### config.mk
export PLATFORM = sky130hd
export DESIGN_NAME = arm_drive_with_averaged_angle
export DESIGN_NICKNAME = d
export VERILOG_FILES = /design/src/rtl/aad_pkg.sv /design/src/rtl/aad_avg.sv /design/src/rtl/arm_drive_with_averaged_angle.sv
export SDC_FILE = /design/constraint.sdc
export NUM_CORES = 1
export LEC_CHECK = 0
export BUFFER_PORTS_ARGS = -buffer_cell sky130_fd_sc_hd__buf_2
export CAP_MARGIN = 40
export CORE_UTILIZATION = 45
export CTS_BUF_LIST = sky130_fd_sc_hd__clkbuf_8
export DETAILED_ROUTE_END_ITERATION = 16
export PLACE_DENSITY = 0.68
export SYNTH_ARGS = -nofsm -noshare
export SYNTH_HDL_FRONTEND = slang
export SYNTH_SLANG_ARGS = --single-unit
### constraint.sdc
create_clock -name clk -period 14.6 [get_ports clk]
set_input_delay 1.46 -clock clk [delete_from_list [all_inputs] [get_ports clk]]
set_output_delay 1.46 -clock clk [all_outputs]
set_load 0.02 [all_outputs]
### src/rtl/aad_pkg.sv
package aad_pkg;

	// field widths
	localparam int unsigned SAMPLE_W   = 12;
	localparam int unsigned JOY_W      = 16;
	localparam int unsigned DRIVE_W    = 15;
	localparam int unsigned Q15_W      = 15;
	localparam int unsigned CFG_IDX_W  = 2;
	localparam int unsigned CFG_DATA_W = 15;

	// configuration register indexes
	typedef enum logic [CFG_IDX_W-1:0] {
		CFG_DEADBAND   = 2'd0,
		CFG_READY_THR  = 2'd1,
		CFG_UP_SPEED   = 2'd2,
		CFG_MAX_HEIGHT = 2'd3
	} cfg_idx_t;

	// configuration reset values
	localparam logic [Q15_W-1:0]    DEADBAND_RST   = 15'd4915;
	localparam logic [SAMPLE_W-1:0] READY_THR_RST  = 12'd2212;
	localparam logic [Q15_W-1:0]    UP_SPEED_RST   = 15'd24576;
	localparam logic [SAMPLE_W-1:0] MAX_HEIGHT_RST = 12'd2949;

	// largest positive drive after halving
	localparam logic signed [17:0] DRIVE_MAX = 18'sd16383;

	typedef struct packed {
		logic [SAMPLE_W-1:0]     angle_sample;
		logic signed [JOY_W-1:0] joystick_axis;
		logic                    override_on;
		logic                    grip_button;
	} in_t;

	typedef struct packed {
		logic signed [DRIVE_W-1:0] drive;
		logic                      brake_engaged;
		logic                      gripper_closed;
		logic                      ready_position;
		logic [SAMPLE_W-1:0]       average_angle;
	} out_t;

	// control from the pipeline to the ring averager
	typedef struct packed {
		logic                push;
		logic [SAMPLE_W-1:0] sample;
	} avg_req_t;

endpackage

### src/rtl/aad_avg.sv
module aad_avg #(
	parameter int unsigned AVG_DEPTH = 8
) (
	input  logic                                          clk,
	input  logic                                          arst_n,
	input  aad_pkg::avg_req_t                             req,
	output logic [aad_pkg::SAMPLE_W+$clog2(AVG_DEPTH)-1:0] sum
);

	localparam int unsigned SUM_W    = aad_pkg::SAMPLE_W + $clog2(AVG_DEPTH);
	localparam int unsigned PTR_W    = (AVG_DEPTH > 1) ? $clog2(AVG_DEPTH) : 1;
	localparam int unsigned PTR_INIT = 1 % AVG_DEPTH;
	localparam int unsigned PTR_LAST = AVG_DEPTH - 1;

	logic [aad_pkg::SAMPLE_W-1:0] ring_mem [AVG_DEPTH];
	logic [aad_pkg::SAMPLE_W-1:0] rd_q;
	logic [aad_pkg::SAMPLE_W-1:0] first_q;
	logic [PTR_W-1:0]             ptr_q;
	logic [PTR_W-1:0]             ptr_nxt;
	logic [PTR_W-1:0]             rd_addr;
	logic                         primed_q;
	logic                         wrapped_q;
	logic [SUM_W-1:0]             sum_q;
	logic [SUM_W-1:0]             base;
	logic [aad_pkg::SAMPLE_W-1:0] old_val;
	logic [SUM_W:0]               sum_nxt;

	// next slot to overwrite
	assign ptr_nxt = (ptr_q == PTR_W'(PTR_LAST)) ? '0 : ptr_q + PTR_W'(1);
	assign rd_addr = req.push ? ptr_nxt : ptr_q;

	// first sample stands for every slot not yet written
	always_comb begin
		if (!primed_q) begin
			base    = SUM_W'(AVG_DEPTH) * SUM_W'(req.sample);
			old_val = req.sample;
		end else begin
			base    = sum_q;
			old_val = wrapped_q ? rd_q : first_q;
		end
		sum_nxt = {1'b0, base} + (SUM_W+1)'(req.sample) - (SUM_W+1)'(old_val);
	end

	// ring memory with prefetched read of the next slot
	always_ff @(posedge clk) begin
		if (req.push) begin
			ring_mem[ptr_q] <= req.sample;
		end
		if (req.push && (ptr_nxt == ptr_q)) begin
			rd_q <= req.sample;
		end else begin
			rd_q <= ring_mem[rd_addr];
		end
		if (req.push && !primed_q) begin
			first_q <= req.sample;
		end
	end

	// pointer, fill state and running sum
	always_ff @(posedge clk or negedge arst_n) begin
		if (!arst_n) begin
			ptr_q     <= PTR_W'(PTR_INIT);
			primed_q  <= 1'b0;
			wrapped_q <= 1'b0;
			sum_q     <= '0;
		end else if (req.push) begin
			ptr_q    <= ptr_nxt;
			primed_q <= 1'b1;
			sum_q    <= sum_nxt[SUM_W-1:0];
			if (ptr_q == '0) begin
				wrapped_q <= 1'b1;
			end
		end
	end

	assign sum = sum_q;

endmodule

### src/rtl/arm_drive_with_averaged_angle.sv
// Arm drive with averaged angle sensor.
// Input channel in_valid/in_stall/in_data carries one control tick: angle
// sample, joystick axis, override and gripper press. Output channel
// out_valid/out_stall/out_data returns one drive request per tick with
// brake, gripper, ready flag and the ring average of the last AVG_DEPTH samples.
// Throughput: one request per cycle while out_stall is low; the four-stage
// pipeline (input register, deadband/ring update, reciprocal multiply for the
// average, result register) has no shared unit, and the running sum turns the
// average into one add/subtract plus one constant multiply.
// Configuration is a plain write port (cfg_write, cfg_index, cfg_data), taken
// whenever cfg_write is high; write it only while the pipeline is empty.
// Reset clears the pipeline, the running sum and the gripper state, resets the
// ring pointer and loads default configuration; the first sample after reset
// stands for the whole ring. When out_stall is high the result register holds
// and each stage keeps taking requests until it is full, then in_stall rises.
module arm_drive_with_averaged_angle #(
	parameter int unsigned AVG_DEPTH = 8
) (
	input  logic                               clk,
	input  logic                               arst_n,
	input  logic                               in_valid,
	output logic                               in_stall,
	input  aad_pkg::in_t                       in_data,
	output logic                               out_valid,
	input  logic                               out_stall,
	output aad_pkg::out_t                      out_data,
	input  logic                               cfg_write,
	input  logic [aad_pkg::CFG_IDX_W-1:0]      cfg_index,
	input  logic [aad_pkg::CFG_DATA_W-1:0]     cfg_data
);

	localparam int unsigned SUM_W  = aad_pkg::SAMPLE_W + $clog2(AVG_DEPTH);
	localparam int unsigned RCP_SH = SUM_W + $clog2(AVG_DEPTH);
	localparam int unsigned RCP_M  = ((32'd1 << RCP_SH) + AVG_DEPTH - 1) / AVG_DEPTH;
	localparam int unsigned PROD_W = 2 * SUM_W + 1;

	// configuration registers
	logic [aad_pkg::Q15_W-1:0]    deadband_q;
	logic [aad_pkg::SAMPLE_W-1:0] ready_thr_q;
	logic [aad_pkg::Q15_W-1:0]    up_speed_q;
	logic [aad_pkg::SAMPLE_W-1:0] max_height_q;

	always_ff @(posedge clk or negedge arst_n) begin
		if (!arst_n) begin
			deadband_q   <= aad_pkg::DEADBAND_RST;
			ready_thr_q  <= aad_pkg::READY_THR_RST;
			up_speed_q   <= aad_pkg::UP_SPEED_RST;
			max_height_q <= aad_pkg::MAX_HEIGHT_RST;
		end else if (cfg_write) begin
			unique case (cfg_index)
				aad_pkg::CFG_DEADBAND:   deadband_q   <= cfg_data[aad_pkg::Q15_W-1:0];
				aad_pkg::CFG_READY_THR:  ready_thr_q  <= cfg_data[aad_pkg::SAMPLE_W-1:0];
				aad_pkg::CFG_UP_SPEED:   up_speed_q   <= cfg_data[aad_pkg::Q15_W-1:0];
				aad_pkg::CFG_MAX_HEIGHT: max_height_q <= cfg_data[aad_pkg::SAMPLE_W-1:0];
				default: ;
			endcase
		end
	end

	// pipeline valids and per-stage enables
	logic v1_q, v2_q, v3_q, v4_q;
	logic en1, en2, en3, en4;

	assign en4      = !v4_q || !out_stall;
	assign en3      = !v3_q || en4;
	assign en2      = !v2_q || en3;
	assign en1      = !v1_q || en2;
	assign in_stall = !en1;

	always_ff @(posedge clk or negedge arst_n) begin
		if (!arst_n) begin
			v1_q <= 1'b0;
			v2_q <= 1'b0;
			v3_q <= 1'b0;
			v4_q <= 1'b0;
		end else begin
			if (en1) v1_q <= in_valid;
			if (en2) v2_q <= v1_q;
			if (en3) v3_q <= v2_q;
			if (en4) v4_q <= v3_q;
		end
	end

	// stage 1: input register
	aad_pkg::in_t in_s1;

	always_ff @(posedge clk) begin
		if (en1 && in_valid) begin
			in_s1 <= in_data;
		end
	end

	// ring averager, updated as a request leaves stage 1
	aad_pkg::avg_req_t avg_req;
	logic [SUM_W-1:0]  sum;

	assign avg_req.push   = en2 && v1_q;
	assign avg_req.sample = in_s1.angle_sample;

	aad_avg #(
		.AVG_DEPTH(AVG_DEPTH)
	) u_avg (
		.clk   (clk),
		.arst_n(arst_n),
		.req   (avg_req),
		.sum   (sum)
	);

	// joystick path: negate, deadband, halve toward zero, saturate
	logic signed [16:0] joy_neg;
	logic [16:0]        joy_mag;
	logic signed [17:0] db_s;
	logic signed [17:0] shrunk;
	logic signed [17:0] rounded;
	logic signed [17:0] halved;
	logic signed [aad_pkg::DRIVE_W-1:0] joy_drive;

	always_comb begin
		joy_neg = -{in_s1.joystick_axis[aad_pkg::JOY_W-1], in_s1.joystick_axis};
		joy_mag = joy_neg[16] ? 17'(-joy_neg) : joy_neg;
		db_s    = $signed({3'b000, deadband_q});
		if (joy_mag < {2'b00, deadband_q}) begin
			shrunk = '0;
		end else if (joy_neg > 17'sd0) begin
			shrunk = 18'(joy_neg) - db_s;
		end else if (joy_neg < 17'sd0) begin
			shrunk = 18'(joy_neg) + db_s;
		end else begin
			shrunk = '0;
		end
		rounded = shrunk + $signed({17'd0, shrunk[17]});
		halved  = rounded >>> 1;
		if (halved > aad_pkg::DRIVE_MAX) begin
			joy_drive = aad_pkg::DRIVE_MAX[aad_pkg::DRIVE_W-1:0];
		end else begin
			joy_drive = halved[aad_pkg::DRIVE_W-1:0];
		end
	end

	// override path: fixed upward speed after deadband and halving
	logic [aad_pkg::Q15_W-1:0]          up_diff;
	logic signed [aad_pkg::DRIVE_W-1:0] up_drive;

	always_comb begin
		up_diff = up_speed_q - deadband_q;
		if (up_speed_q < deadband_q) begin
			up_drive = '0;
		end else begin
			up_drive = $signed({1'b0, up_diff[aad_pkg::Q15_W-1:1]});
		end
	end

	// stage 2: gripper toggle and both drive candidates
	logic                               grip_q;
	logic                               grip_nxt;
	logic signed [aad_pkg::DRIVE_W-1:0] joy_drive_s2;
	logic signed [aad_pkg::DRIVE_W-1:0] up_drive_s2;
	logic                               ovr_s2;
	logic                               grip_s2;

	assign grip_nxt = grip_q ^ in_s1.grip_button;

	always_ff @(posedge clk or negedge arst_n) begin
		if (!arst_n) begin
			grip_q <= 1'b0;
		end else if (avg_req.push) begin
			grip_q <= grip_nxt;
		end
	end

	always_ff @(posedge clk) begin
		if (avg_req.push) begin
			joy_drive_s2 <= joy_drive;
			up_drive_s2  <= up_drive;
			ovr_s2       <= in_s1.override_on;
			grip_s2      <= grip_nxt;
		end
	end

	// stage 3: average by reciprocal multiply, exact for every sum
	logic [SUM_W:0]                     rcp;
	logic [PROD_W-1:0]                  prod;
	logic [aad_pkg::SAMPLE_W-1:0]       avg_s3;
	logic signed [aad_pkg::DRIVE_W-1:0] joy_drive_s3;
	logic signed [aad_pkg::DRIVE_W-1:0] up_drive_s3;
	logic                               ovr_s3;
	logic                               grip_s3;

	assign rcp  = RCP_M[SUM_W:0];
	assign prod = PROD_W'(sum) * PROD_W'(rcp);

	always_ff @(posedge clk) begin
		if (en3 && v2_q) begin
			avg_s3       <= prod[RCP_SH +: aad_pkg::SAMPLE_W];
			joy_drive_s3 <= joy_drive_s2;
			up_drive_s3  <= up_drive_s2;
			ovr_s3       <= ovr_s2;
			grip_s3      <= grip_s2;
		end
	end

	// stage 4: ready compare, height limit, result register
	logic                               ready;
	logic signed [aad_pkg::DRIVE_W-1:0] sel_drive;
	logic signed [aad_pkg::DRIVE_W-1:0] fin_drive;
	aad_pkg::out_t                      out_s4;

	always_comb begin
		ready = ovr_s3 && (avg_s3 >= ready_thr_q);
		if (ovr_s3) begin
			sel_drive = ready ? '0 : up_drive_s3;
		end else begin
			sel_drive = joy_drive_s3;
		end
		if ((avg_s3 >= max_height_q) && !sel_drive[aad_pkg::DRIVE_W-1]) begin
			fin_drive = '0;
		end else begin
			fin_drive = sel_drive;
		end
	end

	always_ff @(posedge clk) begin
		if (en4 && v3_q) begin
			out_s4.drive          <= fin_drive;
			out_s4.brake_engaged  <= (fin_drive == '0);
			out_s4.gripper_closed <= grip_s3;
			out_s4.ready_position <= ready;
			out_s4.average_angle  <= avg_s3;
		end
	end

	assign out_valid = v4_q;
	assign out_data  = out_s4;

endmodule
==> metrics.md <==
| Metric | Value |
|---|---|
| Crit path kind | `flip-flop to flip-flop` |
| DR iter-0 viols | `around 730` |
| Grt total ovfl | `0` |
| Top cells by area, synth | `edfxtp_1 42%, dfrtp_1 8.5%, ha_1 7.5%` |
| Post-route ant nets | `0` |
| Wire length on met1 | `18500 µm` |
| Largest stage delay, worst path | `620 ps` |
| Filler Cells Inserted | `roughly 3400` |
| Core Region | `approximately 0.038 mm²` |
| Site Rows | `just over 70` |
| DR WL met3 | `roughly 1900 µm` |
| Nets | `about 1800` |
| Synth Warn # | `0` |
| Critical path buffers and inverters | `1` |
| Total global-route track usage | `19.4%` |
| Clock Skews | `slightly above 40 ps` |
| Slew at the pin closest to its max-slew limit | `a little over 900 ps` |
| Cell Pwr Density | `between 150 and 200 mW/mm²` |
| Vias in the first global route | `approximately 11000` |
| Synth Cell Area | `around 0.017 mm²` |
| Slew HR | `between 30 and 40%` |
| Post-DR wirelength/cell | `16.9 µm` |
| First-pass GRT wire length | `~60000 µm` |
| FF+latch count, synth | `approximately 330` |
| Max Transition Viols Final | `0` |
| DRC viols | `0` |
| DIE WIDTH | `slightly below 200 µm` |
| Starting Density | `roughly 46%` |
| Final Hold Viols | `0` |
| Via/cell ratio | `between 5 and 6` |
| Minimum clock period | `6820 ps` |
| Cell accounting for the most synthesized area | `edfxtp_1` |
| Hold crit path type | `flip-flop to flip-flop` |
| Initial antenna violation count | `0` |
| Port bufs | `between 80 and 90` |
| Async set-reset flop share out of synthesis | `a little under a quarter` |
| CTS buffer count | `54` |
| Final Setup Violations | `0` |
| Mapped Nets | `1717` |
| Mean Syn Cell Area | `roughly 11 µm²` |
| Overall Power | `about 3.6 mW` |
| H-tree depth | `2` |
| Critical Path RT | `14940 ps` |
| CTS Hold Bufs | `0` |
| CTS tree | `done` |
| Max Used Layer | `met4` |
| Boundary Pins | `84` |
| Slowest CP cell | `or4_4` |
| Final setup TNS | `0 ps` |
| Clk_lat worst skew | `640 ps` |
| Crit share post-route | `between 40% and 50%` |
| Clock slew at reported path FFs | `roughly 60 ps` |
| Setup repair bufs after CTS | `0` |
| Achievable Freq | `approximately 150 MHz` |
| Die height | `between 150 and 200 µm` |
| Drt first pass iters | `5` |
| Clock tree root driver cell | `clkbuf_8` |
| Placed cell count | `~2100` |
| Synth top area share | `41.7%` |
| Ratio of cells with drive above 1 in the final layout | `between 10% and 20%` |
| P_leak | `between 8 and 9 nW` |
| Worst-path maximum fanout | `17` |
| Clock Sinks | `333` |
| Main synth FF type | `edfxtp_1` |
| Crit. End Element | `flip-flop` |
| Metal2 WL | `16100 µm` |
| Post-route insts no fill | `around 2200` |
| Commonest non-fill, non-tap cells in the layout | `242 x edfxtp_1, 192 x nand2_1, 127 x inv_1` |
| Post-DP HPWL | `~27000 µm` |
| Max Buffers Root-to-Sink | `3` |
| Final core occ | `between 50% and 60%` |
| Max cap viols | `0` |
| RSZ-0062 raised after global routing | `no` |
| Post-cts sizing count | `0` |
| Full die area | `between 0.03 and 0.04 mm²` |
| # diodes | `0` |
| Peak supply drop | `between 90 and 100 µV` |
| GP Congestion | `0.895` |
| Post-synth EDFFs | `between 200 and 250` |
| Post-synthesis instance total | `approximately 1500` |
| Hold Slack | `414 ps` |
| Most common cell after layout, fill and taps aside | `edfxtp_1` |
| DR vias | `approximately 12000` |
| Worst path arrival time | `7160 ps` |
| Largest net degree at the start of global routing | `between 60 and 70` |
| Seq/Total Area, Yosys | `~55%` |
| Area delta synth->final | `12.9%` |
| Distinct cells, synth | `78` |
| Crit path launch type | `flip-flop` |
| Crit path max-delay family | `compound AO/OA/AOI/OAI gates` |
| Status | `complete, no violations` |
| Final Routed Wirelength | `37400 µm` |
==> stage by stage <==
stage	worst slack, ps	cell area [µm²]
2_1_floorplan	8530	17400
3_3_place_gp	7990	18500
3_5_place_dp	7790	18600
4_1_cts	7770	19700
5_1_grt	7200	19700
6_report	7780	19700
==> state kept, by name, indices dropped and copies added, names as in the netlist, 3 cells and up <==
name and cells:
avg_req 12, in_s1 18, out_data 30, u_avg.sum 15, joy_drive_s3 15, ready_thr_q 12
up_drive_s2 14, u_avg.rd_q 12, u_avg.ptr_q 3, up_speed_q 15, deadband_q 15, up_drive_s3 14
avg_s3 12, u_avg.ring_mem 96, u_avg.first_q 12, joy_drive_s2 15, max_height_q 12
==> cells in the mapped netlist, drive strengths merged (5+ instances only) <==
cell type	instances
a2111oi	6
a211oi	6
a21boi	6
a21o	23
a21oi	74
a31oi	9
and2	8
buf	12
clkbuf	41
dfrtp	59
dfstp	20
dfxtp	12
edfxtp	242
fa	15
ha	104
inv	111
mux2	42
mux2i	28
nand2	192
nand2b	32
nand3	83
nand3b	5
nand4	7
nor2	86
nor2b	22
nor3	23
nor4	20
o211ai	6
o21a	7
o21ai	71
o21bai	8
o31ai	12
or2	11
or3	9
or4	7
xnor2	52
xor2	23
==> logic make-up (layout without fill, tap and decap cells) <==
family | after synthesis | after routing | synth area share, %
adder cells (fa/ha/maj) | 119 | 119 | 9.18
buffers and inverters | 165 | 323 | 3.64
flip-flops | 333 | 333 | 54.5
multiplexers | 70 | 70 | 4.32
AND/OR/NAND/NOR | 521 | 521 | 14.7
XOR/XNOR | 75 | 75 | 3.77
AO/OA/AOI/OAI | 263 | 263 | 9.89
==> final timing paths <==
| path | start | end | slack [ps] | cells past startpoint |
|---|---|---|---|---|
| setup / recovery | in_s1[2] | joy_drive_s2[3] | 7780 | 25 |
| hold / removal | joy_drive_s2[0] | joy_drive_s3[0] | 410 | 0 |
| setup reg to reg | in_s1[2] | joy_drive_s2[3] | 7780 | 25 |
| hold reg to reg | joy_drive_s2[0] | joy_drive_s3[0] | 410 | 0 |
| max in group asynchronous | arst_n | u_avg.primed_q | 12770 | 2 |
| min in group asynchronous | arst_n | max_height_q[5] | 710 | 1 |
==> final cells by class <==
type	count	area, µm²	share of cell area, %
tap	511	639	3.25
sequential	333	9510	48.3
multi-input combinational	1048	7350	37.3
clock inverter	41	268	1.36
inverter	112	420	2.14
timing repair buffer	110	677	3.44
clock buffer	60	826	4.19
==> metal layers <==
| layer | GRT usage (%) | up-vias |
|---|---|---|
| li1 | - | 5782 |
| met1 | 28.0 | 5533 |
| met2 | 29.1 | 301 |
| met3 | 3.81 | 61 |
| met4 | 6.61 | 0 |
| met5 | 0 | - |
==> power by group <==
group          switching [mW]  internal (mW)
clock                   0.370          0.434
combinational           0.843          0.580
sequential              0.118           1.27
total                    1.33           2.29
(Power assumes the default switching activity.)
